`config.mk`:
```
export PLATFORM = sky130hd
export DESIGN_NAME = dct3d_coefficient_quantizer_unit
export DESIGN_NICKNAME = d
export VERILOG_FILES = /design/src/hw/rtl/dcq_pkg.sv /design/src/hw/rtl/dcq_front.sv /design/src/hw/rtl/dcq_queue.sv /design/src/hw/rtl/dcq_back.sv /design/src/hw/rtl/dct3d_coefficient_quantizer_unit.sv
export SDC_FILE = /design/constraint.sdc
export NUM_CORES = 2
export LEC_CHECK = 0
export BUFFER_PORTS_ARGS = -buffer_cell sky130_fd_sc_hd__buf_4
export CAP_MARGIN = 20
export CORE_MARGIN = 2
export CORE_UTILIZATION = 58
export DETAILED_ROUTE_END_ITERATION = 10
export GPL_TIMING_DRIVEN = 0
export PLACE_DENSITY_LB_ADDON = 0.15
export SETUP_SLACK_MARGIN = 0.3
export SYNTH_ARGS = -nofsm -noshare
export SYNTH_HDL_FRONTEND = slang
export SYNTH_SLANG_ARGS = --single-unit
```
`constraint.sdc`:
```
create_clock -name i_clk -period 18.78 [get_ports i_clk]
set_clock_uncertainty 0.2 [all_clocks]
set_input_delay 0 -clock i_clk [delete_from_list [all_inputs] [get_ports i_clk]]
set_output_delay 0 -clock i_clk [all_outputs]
set_load 0.01 [all_outputs]
```
`src/hw/rtl/dcq_pkg.sv`:
```
// dcq_pkg: shared types, widths, codes and the reciprocal table of the
// 3d dct coefficient quantizer. no dependencies.
`default_nettype none
package dcq_pkg;

    localparam int CUBE_SIZE_DEF   = 8;
    localparam int QUEUE_DEPTH_DEF = 4;

    localparam int COEF_W      = 24;
    localparam int VALUE_W     = 32;
    localparam int STEP_W      = 6;   // step up to 34 for the largest cube
    localparam int SUM_W       = 7;   // holds 2*(x+y+z) for the largest cube
    localparam int MAG_W       = 16;  // |coefficient| with fraction bits dropped
    localparam int RECIP_W     = 19;
    localparam int RECIP_SHIFT = 20;
    localparam int QUOT_W      = 14;
    localparam int ADDR_W      = 3;
    localparam int DATA_W      = 32;

    localparam logic MODE_QUANT   = 1'b0;
    localparam logic MODE_DEQUANT = 1'b1;

    localparam logic REG_MODE = 1'b0;

    typedef struct packed {
        logic signed [COEF_W-1:0] coefficient;
        logic [STEP_W-1:0]        step;
        logic                     mode;
        logic                     last;
    } t_item;

    typedef struct packed {
        logic empty;
        logic full;
    } t_queue_status;

    // floor(2^20 / step) for every step the position counters can give
    function automatic logic [RECIP_W-1:0] recip_of(input logic [STEP_W-1:0] step);
        logic [RECIP_W-1:0] r;
        case (step)
            6'd4:    r = 19'd262144;
            6'd5:    r = 19'd209715;
            6'd6:    r = 19'd174762;
            6'd7:    r = 19'd149796;
            6'd8:    r = 19'd131072;
            6'd9:    r = 19'd116508;
            6'd10:   r = 19'd104857;
            6'd11:   r = 19'd95325;
            6'd12:   r = 19'd87381;
            6'd13:   r = 19'd80659;
            6'd14:   r = 19'd74898;
            6'd15:   r = 19'd69905;
            6'd16:   r = 19'd65536;
            6'd17:   r = 19'd61680;
            6'd18:   r = 19'd58254;
            6'd19:   r = 19'd55188;
            6'd20:   r = 19'd52428;
            6'd21:   r = 19'd49932;
            6'd22:   r = 19'd47662;
            6'd23:   r = 19'd45590;
            6'd24:   r = 19'd43690;
            6'd25:   r = 19'd41943;
            6'd26:   r = 19'd40329;
            6'd27:   r = 19'd38836;
            6'd28:   r = 19'd37449;
            6'd29:   r = 19'd36157;
            6'd30:   r = 19'd34952;
            6'd31:   r = 19'd33825;
            6'd32:   r = 19'd32768;
            6'd33:   r = 19'd31775;
            6'd34:   r = 19'd30840;
            default: r = '0;
        endcase
        return r;
    endfunction

endpackage
`default_nettype wire

```
`src/hw/rtl/dcq_front.sv`:
```
// dcq_front: takes coefficient words, tracks the cube position and
// works out step and last flag for each word. depends on dcq_pkg.
`default_nettype none
module dcq_front #(
    parameter int CUBE_SIZE = dcq_pkg::CUBE_SIZE_DEF
) (
    input  wire logic                              i_clk,
    input  wire logic                              i_rst_n,
    input  wire logic                              i_valid,
    input  wire logic signed [dcq_pkg::COEF_W-1:0] i_coefficient,
    input  wire logic                              i_mode,
    input  wire dcq_pkg::t_queue_status            i_q_stat,
    output      logic                              o_ready,
    output      logic                              o_push,
    output      dcq_pkg::t_item                    o_item
);

    localparam int POS_W = (CUBE_SIZE > 1) ? $clog2(CUBE_SIZE) : 1;
    localparam logic [POS_W-1:0] LAST_POS = POS_W'(CUBE_SIZE - 1);

    logic [POS_W-1:0] r_pos_x, r_pos_y, r_pos_z;
    logic [POS_W-1:0] n_pos_x, n_pos_y, n_pos_z;

    logic [dcq_pkg::SUM_W-1:0]  w_sum;
    logic [dcq_pkg::SUM_W-1:0]  w_twice;
    logic [dcq_pkg::SUM_W+7:0]  w_third_prod;
    logic [dcq_pkg::STEP_W-1:0] w_third;
    logic                       w_end_x, w_end_y, w_end_z;

    assign w_end_x = (r_pos_x == LAST_POS);
    assign w_end_y = (r_pos_y == LAST_POS);
    assign w_end_z = (r_pos_z == LAST_POS);

    // floor(n/3) as (n*171)>>9, exact for n below 256
    assign w_sum        = dcq_pkg::SUM_W'(r_pos_x) + dcq_pkg::SUM_W'(r_pos_y)
                        + dcq_pkg::SUM_W'(r_pos_z);
    assign w_twice      = w_sum << 1;
    assign w_third_prod = (dcq_pkg::SUM_W+8)'(w_twice) * (dcq_pkg::SUM_W+8)'(171);
    assign w_third      = w_third_prod[dcq_pkg::SUM_W+7 -: dcq_pkg::STEP_W];

    assign o_ready = !i_q_stat.full;
    assign o_push  = i_valid && !i_q_stat.full;

    always_comb begin
        o_item.coefficient = i_coefficient;
        o_item.step        = dcq_pkg::STEP_W'(4) + w_third;
        o_item.mode        = i_mode;
        o_item.last        = w_end_x && w_end_y && w_end_z;
    end

    always_comb begin
        n_pos_x = r_pos_x;
        n_pos_y = r_pos_y;
        n_pos_z = r_pos_z;
        if (o_push) begin
            n_pos_x = w_end_x ? '0 : r_pos_x + 1'b1;
            if (w_end_x) begin
                n_pos_y = w_end_y ? '0 : r_pos_y + 1'b1;
                if (w_end_y) begin
                    n_pos_z = w_end_z ? '0 : r_pos_z + 1'b1;
                end
            end
        end
    end

    always_ff @(posedge i_clk) begin
        if (!i_rst_n) begin
            r_pos_x <= '0;
            r_pos_y <= '0;
            r_pos_z <= '0;
        end else begin
            r_pos_x <= n_pos_x;
            r_pos_y <= n_pos_y;
            r_pos_z <= n_pos_z;
        end
    end

endmodule
`default_nettype wire

```
`src/hw/rtl/dcq_queue.sv`:
```
// dcq_queue: short first-in first-out buffer of classified words between
// the front and the arithmetic back end. depends on dcq_pkg.
`default_nettype none
module dcq_queue #(
    parameter int DEPTH = dcq_pkg::QUEUE_DEPTH_DEF
) (
    input  wire logic                   i_clk,
    input  wire logic                   i_rst_n,
    input  wire logic                   i_push,
    input  wire dcq_pkg::t_item         i_item,
    input  wire logic                   i_pop,
    output      dcq_pkg::t_item         o_item,
    output      dcq_pkg::t_queue_status o_stat
);

    localparam int PTR_W = (DEPTH > 1) ? $clog2(DEPTH) : 1;
    localparam int CNT_W = $clog2(DEPTH + 1);

    dcq_pkg::t_item r_mem [DEPTH];
    dcq_pkg::t_item r_head;

    logic [PTR_W-1:0] r_wr_ptr, r_rd_ptr, n_wr_ptr, n_rd_ptr;
    logic [CNT_W-1:0] r_count, n_count;

    function automatic logic [PTR_W-1:0] bump(input logic [PTR_W-1:0] p);
        return (p == PTR_W'(DEPTH - 1)) ? '0 : p + 1'b1;
    endfunction

    assign o_item       = r_head;
    assign o_stat.empty = (r_count == '0);
    assign o_stat.full  = (r_count == CNT_W'(DEPTH));

    always_comb begin
        n_wr_ptr = i_push ? bump(r_wr_ptr) : r_wr_ptr;
        n_rd_ptr = i_pop  ? bump(r_rd_ptr) : r_rd_ptr;
        n_count  = r_count;
        if (i_push && !i_pop) begin
            n_count = r_count + 1'b1;
        end else if (!i_push && i_pop) begin
            n_count = r_count - 1'b1;
        end
    end

    always_ff @(posedge i_clk) begin
        if (!i_rst_n) begin
            r_wr_ptr <= '0;
            r_rd_ptr <= '0;
            r_count  <= '0;
        end else begin
            r_wr_ptr <= n_wr_ptr;
            r_rd_ptr <= n_rd_ptr;
            r_count  <= n_count;
        end
    end

    always_ff @(posedge i_clk) begin
        if (i_push) begin
            r_mem[r_wr_ptr] <= i_item;
        end
    end

    // head word held in a register, taken straight from the input when it lands at the head
    always_ff @(posedge i_clk) begin
        if (i_push && (r_wr_ptr == n_rd_ptr)) begin
            r_head <= i_item;
        end else begin
            r_head <= r_mem[n_rd_ptr];
        end
    end

endmodule
`default_nettype wire

```
`src/hw/rtl/dcq_back.sv`:
```
// dcq_back: four-stage arithmetic pipe, reciprocal divide for quantize and
// scaled saturating multiply for dequantize, with the output register. depends on dcq_pkg.
`default_nettype none
module dcq_back (
    input  wire logic                               i_clk,
    input  wire logic                               i_rst_n,
    input  wire dcq_pkg::t_item                     i_item,
    input  wire dcq_pkg::t_queue_status             i_q_stat,
    output      logic                               o_pop,
    output      logic                               o_valid,
    input  wire logic                               i_ready,
    output      logic signed [dcq_pkg::VALUE_W-1:0] o_value,
    output      logic                               o_last_of_block
);

    localparam int COEF_W  = dcq_pkg::COEF_W;
    localparam int STEP_W  = dcq_pkg::STEP_W;
    localparam int MAG_W   = dcq_pkg::MAG_W;
    localparam int RECIP_W = dcq_pkg::RECIP_W;
    localparam int QUOT_W  = dcq_pkg::QUOT_W;
    localparam int QP_W    = MAG_W + RECIP_W;
    localparam int QM_W    = QUOT_W + STEP_W;
    localparam int DP_W    = COEF_W + STEP_W + 1;
    localparam int VALUE_W = dcq_pkg::VALUE_W;

    localparam logic signed [DP_W-1:0] DP_MAX = DP_W'((1 <<< 23) - 1);
    localparam logic signed [DP_W-1:0] DP_MIN = -DP_W'(1 <<< 23);

    logic w_en;

    // stage 1
    logic                       r_s1_vld;
    logic                       r_s1_mode, r_s1_neg, r_s1_last;
    logic [MAG_W-1:0]           r_s1_mag;
    logic [RECIP_W-1:0]         r_s1_recip;
    logic [STEP_W-1:0]          r_s1_step;
    logic signed [COEF_W-1:0]   r_s1_coef;
    logic [COEF_W-1:0]          w_abs;

    // stage 2
    logic                       r_s2_vld;
    logic                       r_s2_mode, r_s2_neg, r_s2_last;
    logic [MAG_W-1:0]           r_s2_mag;
    logic [STEP_W-1:0]          r_s2_step;
    logic [QP_W-1:0]            r_s2_qprod;
    logic signed [DP_W-1:0]     r_s2_dprod;
    logic [QUOT_W-1:0]          w_q0;

    // stage 3
    logic                       r_s3_vld;
    logic                       r_s3_mode, r_s3_neg, r_s3_last;
    logic [MAG_W-1:0]           r_s3_mag;
    logic [STEP_W-1:0]          r_s3_step;
    logic [QUOT_W-1:0]          r_s3_q0;
    logic [QM_W-1:0]            r_s3_qm;
    logic signed [VALUE_W-1:0]  r_s3_deq;
    logic [MAG_W-1:0]           w_rem;
    logic [QUOT_W-1:0]          w_quot;
    logic [VALUE_W-1:0]         w_quot_ext;

    logic                       r_out_vld;
    logic signed [VALUE_W-1:0]  r_out_value;
    logic                       r_out_last;

    // whole pipe moves when the output register is free or being taken
    assign w_en  = !r_out_vld || i_ready;
    assign o_pop = w_en && !i_q_stat.empty;

    // -(-2^23) still fits as an unsigned 24-bit magnitude
    assign w_abs = i_item.coefficient[COEF_W-1] ? COEF_W'(-i_item.coefficient)
                                                : COEF_W'(i_item.coefficient);

    assign w_q0 = r_s2_qprod[dcq_pkg::RECIP_SHIFT +: QUOT_W];

    // reciprocal estimate is low by at most one
    assign w_rem      = r_s3_mag - MAG_W'(r_s3_qm);
    assign w_quot     = (w_rem >= MAG_W'(r_s3_step)) ? r_s3_q0 + 1'b1 : r_s3_q0;
    assign w_quot_ext = VALUE_W'(w_quot);

    always_ff @(posedge i_clk) begin
        if (!i_rst_n) begin
            r_s1_vld  <= 1'b0;
            r_s2_vld  <= 1'b0;
            r_s3_vld  <= 1'b0;
            r_out_vld <= 1'b0;
        end else if (w_en) begin
            r_s1_vld  <= !i_q_stat.empty;
            r_s2_vld  <= r_s1_vld;
            r_s3_vld  <= r_s2_vld;
            r_out_vld <= r_s3_vld;
        end
    end

    always_ff @(posedge i_clk) begin
        if (w_en) begin
            r_s1_mode  <= i_item.mode;
            r_s1_neg   <= i_item.coefficient[COEF_W-1];
            r_s1_last  <= i_item.last;
            r_s1_mag   <= w_abs[COEF_W-1 -: MAG_W];
            r_s1_recip <= dcq_pkg::recip_of(i_item.step);
            r_s1_step  <= i_item.step;
            r_s1_coef  <= i_item.coefficient;

            r_s2_mode  <= r_s1_mode;
            r_s2_neg   <= r_s1_neg;
            r_s2_last  <= r_s1_last;
            r_s2_mag   <= r_s1_mag;
            r_s2_step  <= r_s1_step;
            r_s2_qprod <= QP_W'(r_s1_mag) * QP_W'(r_s1_recip);
            r_s2_dprod <= DP_W'(r_s1_coef) * $signed(DP_W'({1'b0, r_s1_step}));

            r_s3_mode  <= r_s2_mode;
            r_s3_neg   <= r_s2_neg;
            r_s3_last  <= r_s2_last;
            r_s3_mag   <= r_s2_mag;
            r_s3_step  <= r_s2_step;
            r_s3_q0    <= w_q0;
            r_s3_qm    <= QM_W'(w_q0) * QM_W'(r_s2_step);
            if (r_s2_dprod > DP_MAX) begin
                r_s3_deq <= {1'b0, {(VALUE_W-1){1'b1}}};
            end else if (r_s2_dprod < DP_MIN) begin
                r_s3_deq <= {1'b1, {(VALUE_W-1){1'b0}}};
            end else begin
                r_s3_deq <= {r_s2_dprod[COEF_W-1:0], 8'b0};
            end

            r_out_last <= r_s3_last;
            if (r_s3_mode == dcq_pkg::MODE_DEQUANT) begin
                r_out_value <= r_s3_deq;
            end else begin
                r_out_value <= r_s3_neg ? -$signed(w_quot_ext) : $signed(w_quot_ext);
            end
        end
    end

    assign o_valid         = r_out_vld;
    assign o_value         = r_out_value;
    assign o_last_of_block = r_out_last;

endmodule
`default_nettype wire

```
`src/hw/rtl/dct3d_coefficient_quantizer_unit.sv`:
```
// 3d dct coefficient quantizer: sustains one coefficient word per clock while the output
// is taken. each accepted word goes through the queue and then the four-register arithmetic
// pipe (magnitude and reciprocal lookup, reciprocal multiply, remainder multiply,
// correction into the output register). a stalled output freezes the pipe while a
// four-entry queue keeps taking words, so input ready drops only once that queue is
// full. the step follows a position counter that runs x fastest, then y, then z, and
// wraps after the last word of each cube; the mode register at byte address 0 should
// be written only while the block is empty.
// depends on dcq_pkg, dcq_front, dcq_queue, dcq_back.
`default_nettype none
module dct3d_coefficient_quantizer_unit #(
    parameter int CUBE_SIZE   = dcq_pkg::CUBE_SIZE_DEF,
    parameter int QUEUE_DEPTH = dcq_pkg::QUEUE_DEPTH_DEF
) (
    input  wire logic                               i_clk,
    input  wire logic                               i_rst_n,
    input  wire logic                               i_in_valid,
    output      logic                               o_in_ready,
    input  wire logic signed [dcq_pkg::COEF_W-1:0]  i_coefficient,
    output      logic                               o_out_valid,
    input  wire logic                               i_out_ready,
    output      logic signed [dcq_pkg::VALUE_W-1:0] o_value,
    output      logic                               o_last_of_block,
    input  wire logic                               psel,
    input  wire logic                               penable,
    input  wire logic                               pwrite,
    input  wire logic [dcq_pkg::ADDR_W-1:0]         paddr,
    input  wire logic [dcq_pkg::DATA_W-1:0]         pwdata,
    output      logic [dcq_pkg::DATA_W-1:0]         prdata,
    output      logic                               pready
);

    logic                   r_mode;
    logic                   w_cfg_wr;
    logic                   w_reg_idx;
    logic                   w_push, w_pop;
    dcq_pkg::t_item         w_push_item, w_head_item;
    dcq_pkg::t_queue_status w_q_stat;

    assign pready    = 1'b1;
    assign w_reg_idx = paddr[2];
    assign w_cfg_wr  = psel && penable && pwrite;

    always_ff @(posedge i_clk) begin
        if (!i_rst_n) begin
            r_mode <= dcq_pkg::MODE_QUANT;
        end else if (w_cfg_wr && (w_reg_idx == dcq_pkg::REG_MODE)) begin
            r_mode <= pwdata[0];
        end
    end

    always_comb begin
        prdata = '0;
        if (w_reg_idx == dcq_pkg::REG_MODE) begin
            prdata[0] = r_mode;
        end
    end

    dcq_front #(
        .CUBE_SIZE (CUBE_SIZE)
    ) u_front (
        .i_clk         (i_clk),
        .i_rst_n       (i_rst_n),
        .i_valid       (i_in_valid),
        .i_coefficient (i_coefficient),
        .i_mode        (r_mode),
        .i_q_stat      (w_q_stat),
        .o_ready       (o_in_ready),
        .o_push        (w_push),
        .o_item        (w_push_item)
    );

    dcq_queue #(
        .DEPTH (QUEUE_DEPTH)
    ) u_queue (
        .i_clk   (i_clk),
        .i_rst_n (i_rst_n),
        .i_push  (w_push),
        .i_item  (w_push_item),
        .i_pop   (w_pop),
        .o_item  (w_head_item),
        .o_stat  (w_q_stat)
    );

    dcq_back u_back (
        .i_clk           (i_clk),
        .i_rst_n         (i_rst_n),
        .i_item          (w_head_item),
        .i_q_stat        (w_q_stat),
        .o_pop           (w_pop),
        .o_valid         (o_out_valid),
        .i_ready         (i_out_ready),
        .o_value         (o_value),
        .o_last_of_block (o_last_of_block)
    );

    // no word lost when the queue is full, none invented from an empty one
    a_push_not_full: assert property (@(posedge i_clk) disable iff (!i_rst_n)
        w_push |-> !w_q_stat.full)
        else $error("push into full queue");

    a_pop_not_empty: assert property (@(posedge i_clk) disable iff (!i_rst_n)
        w_pop |-> !w_q_stat.empty)
        else $error("pop from empty queue");

    a_mode_held: assert property (@(posedge i_clk) disable iff (!i_rst_n)
        !w_cfg_wr |=> $stable(r_mode))
        else $error("mode changed without a register write");

    a_reset_clears_out: assert property (@(posedge i_clk)
        !i_rst_n |=> !o_out_valid)
        else $error("output valid straight after reset");

endmodule
`default_nettype wire
```
After elaboration in Yosys (flattened, before gate mapping)
Memories as Yosys holds them, arrays and structs flattened. A register that Yosys moved wholly into a read port is not among the register bits.
Cells that the tools add are included.

word-level totals
  flip-flop bits (word level) = 280
  memory bits (writable) = 128
  bits in read-only memories = 1216
  bits of input ports = 66
  logic and storage cells = 100
  memories kept = 2

operators by class
  add/subtract/negate cells = 14
  multiply operators = 4
  order comparisons = 3
  eq/ne operators = 6
  muxes and demuxes = 16
  bitwise gates (word level) = 1
  reduce and logical (&&, ||, !) cells = 19

memory list
  memory           depth  bits a word  read ports  clocked after Yosys merged registers in  write ports  RTL line         text
  (no name shown)  64     19           1           1                                        0            dcq_pkg.sv:40    case (step)
  u_queue.r_mem    4      32           1           1                                        1            dcq_queue.sv:19  dcq_pkg::t_item r_mem [DEPTH];

operators with widths
  kind                                                  number
  2-to-1 mux 32 bit                                     3
  multiplier 16 x 19 -> 34 bit                          1
  negation 14 -> 32 bit                                 1
  > comparator 31 x 24 -> 1 bit, second input constant  1
  < comparator 31 x 24 -> 1 bit, second input constant  1
  multiplier 24 x 7 -> 31 bit                           1
  negation 24 bit                                       1
  2-to-1 mux 23 bit                                     1
  greater-or-equal comparator 16 x 6 -> 1 bit           1
  multiplier 14 x 6 -> 16 bit                           1
  subtractor 16 bit                                     1
  2-to-1 mux 3 bit                                      5
  adder 14 x 1 -> 14 bit, second input constant         1
  multiplier 6 x 8 -> 14 bit, second input constant     1
  2-to-1 mux 14 bit                                     1
  adder 3 x 1 -> 3 bit, second input constant           4
  equality test 3 bit, second input constant            4
  logical AND 1 bit                                     9
  adder 3 x 6 -> 6 bit, first input constant            1
  adder 6 x 3 -> 6 bit                                  1
  2-to-1 mux 2 bit                                      3
  zero test 1 bit                                       5
  adder 2 x 1 -> 2 bit, second input constant           2
  adder 3 x 3 -> 4 bit                                  1
  other kinds (9)                                       12

Longest topological paths before layout
  word-level depth = 7
  depth in mapped cells = 26
  mapped depth without buffers = 25

By module
From an unflattened synthesis, not the netlist that was laid out.

unflattened totals
  cells, all modules = 3062
  area, all modules = 34001.4 um2

by module, submodules not included
  module                            times used  cells an instance  area an instance (um2)  seq. area each (um2)
  dcq_back                          1           2644               27071.0                 7587.3
  dcq_queue                         1           210                5102.4                  4023.9
  dcq_front                         1           168                1512.7                  180.2
  dct3d_coefficient_quantizer_unit  1           40                 315.3                   20.0

Worst setup path after synthesis
OpenSTA, ideal clock, no wires.

  path type = flip-flop to flip-flop
  from = register u_back.r_s1_mag[9]
  to = register u_back.r_s2_qprod[33], data pin
  setup time = 0.260 ns
  arrival = 6.772 ns
  required time = 18.320 ns
  slack = 11.548 ns
  stages on the path, launching flop included = 27
  path buffers = 2
  clock period less this slack = 7.232 ns
  cells stage by stage = edfxtp_1 clkbuf_1 clkbuf_1 nand2_1 fa_1 inv_1 fa_1 inv_1 fa_1 inv_1 fa_1 fa_1 inv_1 fa_1 inv_1 ha_1 a21o_1 a21o_1 a211oi_1 o21a_1 o21ai_0 a41oi_1 o221ai_1 and4_1 a2111oi_0 o21ba_2 xnor2_1

between the ends
  word-level cells in the longest chain between the ends = 1

RTL lines
  item                          RTL line         text
  start, declared               dcq_back.sv:34   logic [MAG_W-1:0] r_s1_mag;
  start signal, assigned        dcq_back.sv:99   r_s1_mag <= w_abs[COEF_W-1 -: MAG_W];
  multiplier 16 x 19 -> 34 bit  dcq_back.sv:109  r_s2_qprod <= QP_W'(r_s1_mag) * QP_W'(r_s1_recip);
  end signal, assigned          dcq_back.sv:109
  end, declared                 dcq_back.sv:45   logic [QP_W-1:0] r_s2_qprod;

Every way passes these cells.
A chain may end at the register's enable or synchronous reset.

Final worst setup path
Ends and elaborated chain as after synthesis.

==> results.py <==
metrics = {
    "run_status": {
        "status": "finished clean",
    },
    "timing": {
        "max_freq_mhz": 110,
        "fin_crit_ns": 9.09,
        "fin_crit_sh": 0.484,
        "slew_headroom": 0.391,
        "grt_setup_unrepaired": "false",
        "hold_violations": 0,
        "tightest_slew_ns": 0.913,
        "slew_violations": 0,
        "fin_tns_setup_ns": 0,
        "setup_viol": 0,
    },
    "cts": {
        "cts_max_level": 2,
        "cts_resized": 0,
        "clkTransAtPathRegs_ns": 0.07,
        "cts_tree": "done",
        "cts_setup_buffers": 0,
        "cts.sinks": 401,
        "cts_buffers": 44,
        "clk_latency_ns": 0.61,
        "clock-root-buffer": "clkbuf_16",
        "ctsHoldBuffers": 57,
        "cts_buffer_depth": 3,
    },
    "worst_setup_path": {
        "cp.required_ns": 18.90,
        "reg2reg_to": "u_back.r_s2_qprod[33]$_DFFE_PP_",
        "cp_slowest_cell": "a2111oi_0",
        "timing.rr.start": "u_back.r_s1_mag[9]$_DFFE_PP_",
        "cpMostUsedCell": "fa_1",
        "cp.arrival_ns": 9.21,
        "cp-start-kind": "flip-flop",
        "crit_path_end_kind": "flip-flop",
        "reg2reg_slack_ns": 9.69,
        "critical_path_class": "flip-flop to flip-flop",
        "cp_max_fo": 10,
        "r2r_cells": 26,
        "cpPeakStageDelay_ns": 0.70,
    },
    "global_routing": {
        "grt_pass1_vias": 23900,
        "antenna_found_initial": 0,
        "grt_pass1_wl_um": 126000,
        "grt_max_degree": 92,
        "track_usage": 0.267,
        "grt_overflow_total": 0,
    },
    "placed_design": {
        "place_congestion": 0.923,
        "dp_hpwl_um": 58400,
        "placed_cells": 3909,
        "post_dp_cell_area_um2": 35400,
        "io_buffers": 68,
    },
    "route": {
        "routed_wl_um": 76500,
        "ant_nets": 0,
        "drtIter0Drc": 1528,
        "vias_per_cell": 5.50,
        "drtPass1Iterations": 6,
        "vias": 22200,
        "wl_per_cell_um": 18.9,
        "drc": 0,
    },
    "logic_synthesis": {
        "synth.distinct_cells": 82,
        "synth_flop_cell": "edfxtp_1",
        "yosys_warnings": 0,
        "netlist_area_um2": 33700,
        "synth_cells": 3044,
        "ys_ff_latch": 401,
        "yosysSeqAreaShare": 0.350,
        "synth-edff-count": 378,
        "async_reset_ff_frac": 0,
        "syn_area_per_cell_um2": 11.1,
    },
    "floorplan": {
        "io_pins": 134,
        "core_area_um2": 57600,
        "num_rows": 88,
        "die_h_um": 245,
        "start_util": 0.586,
        "die_area_um2": 60100,
        "die_x_um": 245,
    },
    "worst_hold_path": {
        "hp-class": "input port to primary output",
        "hold_depth": 3,
        "whs_endpoint": "prdata[0]",
        "hold_start": "paddr[2]",
    },
    "final_layout": {
        "fin_cells": 4046,
        "drive_above_1_share": 0.0729,
        "nNetsFinal": 3957,
        "finalInstanceArea_um2": 37400,
        "area_growth_pct": 10.8,
    },
    "job": {
        "cap_violations": 0,
    },
}
[synthesized netlist by cell type (all sizes together), types with 41 or more instances]
master | number | area, um2
ha | 260 | 3250
xnor2 | 84 | 743
nand2 | 397 | 1490
inv | 454 | 1700
buf | 53 | 335
edfxtp | 378 | 11400
a21oi | 79 | 399
o21a | 41 | 308
clkbuf | 89 | 334
o21ai | 82 | 410
nor2 | 87 | 327
and2 | 242 | 1510
fa | 384 | 7690
[placed cells by master, fill, tap and decap left out, types with 10 or more instances in the layout]
master / synthesis / layout
nor3_1: 32 / 32
a211oi_1: 11 / 11
ha_1: 260 / 260
buf_4: 34 / 102
inv_1: 454 / 453
xor2_1: 33 / 33
nand2b_1: 13 / 13
a21o_1: 39 / 39
clkbuf_16: 0 / 44
mux2i_1: 17 / 17
o21a_1: 41 / 41
o21bai_1: 10 / 10
conb_1: 2 / 32
o21ai_0: 78 / 78
buf_1: 12 / 12
xnor2_1: 83 / 83
nor2_1: 87 / 87
clkbuf_1: 89 / 99
nand4_1: 11 / 11
and2_1: 242 / 242
nand2_1: 397 / 397
dfxtp_1: 23 / 23
fa_1: 384 / 384
nor2b_1: 29 / 29
a31oi_1: 14 / 14
dlygate4sd3_1: 0 / 57
edfxtp_1: 378 / 378
nand3_1: 26 / 26
mux4_2: 29 / 29
a21oi_1: 78 / 78
[sequential cells by signal, indices dropped and copies added, names as in the netlist, 16 cells and up, named ones only]
| signal | cells |
|---|---|
| u_queue.r_mem | 128 |
| u_back.o_value | 32 |
| u_back.r_s3_qm | 16 |
| u_back.r_s3_deq | 25 |
| u_back.r_s2_mag | 16 |
| u_back.r_s2_dprod | 31 |
| u_back.r_s1_coef | 24 |
| u_back.r_s3_mag | 16 |
| u_back.r_s1_mag | 16 |
| u_back.r_s1_recip | 19 |
[how the worst max path moves through the flow]
stage	from	to	slack [ns]	depth (start not counted)
detailed placement	u_back.r_s1_mag[9]$_DFFE_PP_	u_back.r_s2_qprod[33]$_DFFE_PP_	9.80	26
global route	u_back.r_s1_mag[9]$_DFFE_PP_	u_back.r_s2_qprod[33]$_DFFE_PP_	9.23	26
CTS	u_back.r_s1_mag[9]$_DFFE_PP_	u_back.r_s2_qprod[33]$_DFFE_PP_	9.71	26
floorplan	u_back.r_s1_mag[9]$_DFFE_PP_	u_back.r_s2_qprod[33]$_DFFE_PP_	11.55	26
finish	u_back.r_s1_mag[9]$_DFFE_PP_	u_back.r_s2_qprod[33]$_DFFE_PP_	9.69	26
global placement	u_back.r_s1_mag[9]$_DFFE_PP_	u_back.r_s2_qprod[33]$_DFFE_PP_	9.89	26
[per-layer routing]
metal	wire length (um)	global-route usage
met3	4350	0.0402
met5	0	0
met4	2060	0.0753
met1	31400	0.349
met2	38700	0.465
[stage by stage]
stage | worst slack, ns | hold WS (ns) | utilization
2_1_floorplan | 11.55 | -0.154 | -
3_3_place_gp | 9.89 | -0.000194 | 0.613
3_5_place_dp | 9.80 | 0.00403 | 0.614
4_1_cts | 9.71 | 0.0653 | 0.649
5_1_grt | 9.23 | 0.0830 | 0.649
6_report | 9.69 | 0.0719 | 0.649
[logic make-up after synthesis]
kind of cell	count (synthesis)	synth area share
AO/OA/AOI/OAI	350	0.0701
buffers and inverters	597	0.0705
other	2	0.000223
XOR/XNOR	117	0.0306
flip-flops	401	0.350
multiplexers	54	0.0273
AND/OR/NAND/NOR	879	0.127
adder cells (fa/ha/maj)	644	0.324
[final cells by class]
cell class,count,area [um2]
antenna,1,2.50
buffer,142,669
clock buffer,56,1170
clock inverter,23,250
fill,4483,20200
inverter,455,1720
multi-input combinational,2076,19700
sequential,401,11800
tap,765,957
timing repair buffer,127,1140
[worst max-delay path, delay by kind of cell, from the launching register on]
kind                       cells  cell delay [ns]
AOI/OAI and AO/OA              6             2.34
xor gates and xnor gates       1             0.07
adders and majority gates      7             3.51
buffers and inverters          7             1.47
DFF                            1             0.38
and+or+nand+nor                5             0.82
Power is left out: the tool's default activity adds up to more than one toggle a clock period on the data nets, which glitch-free logic cannot reach.
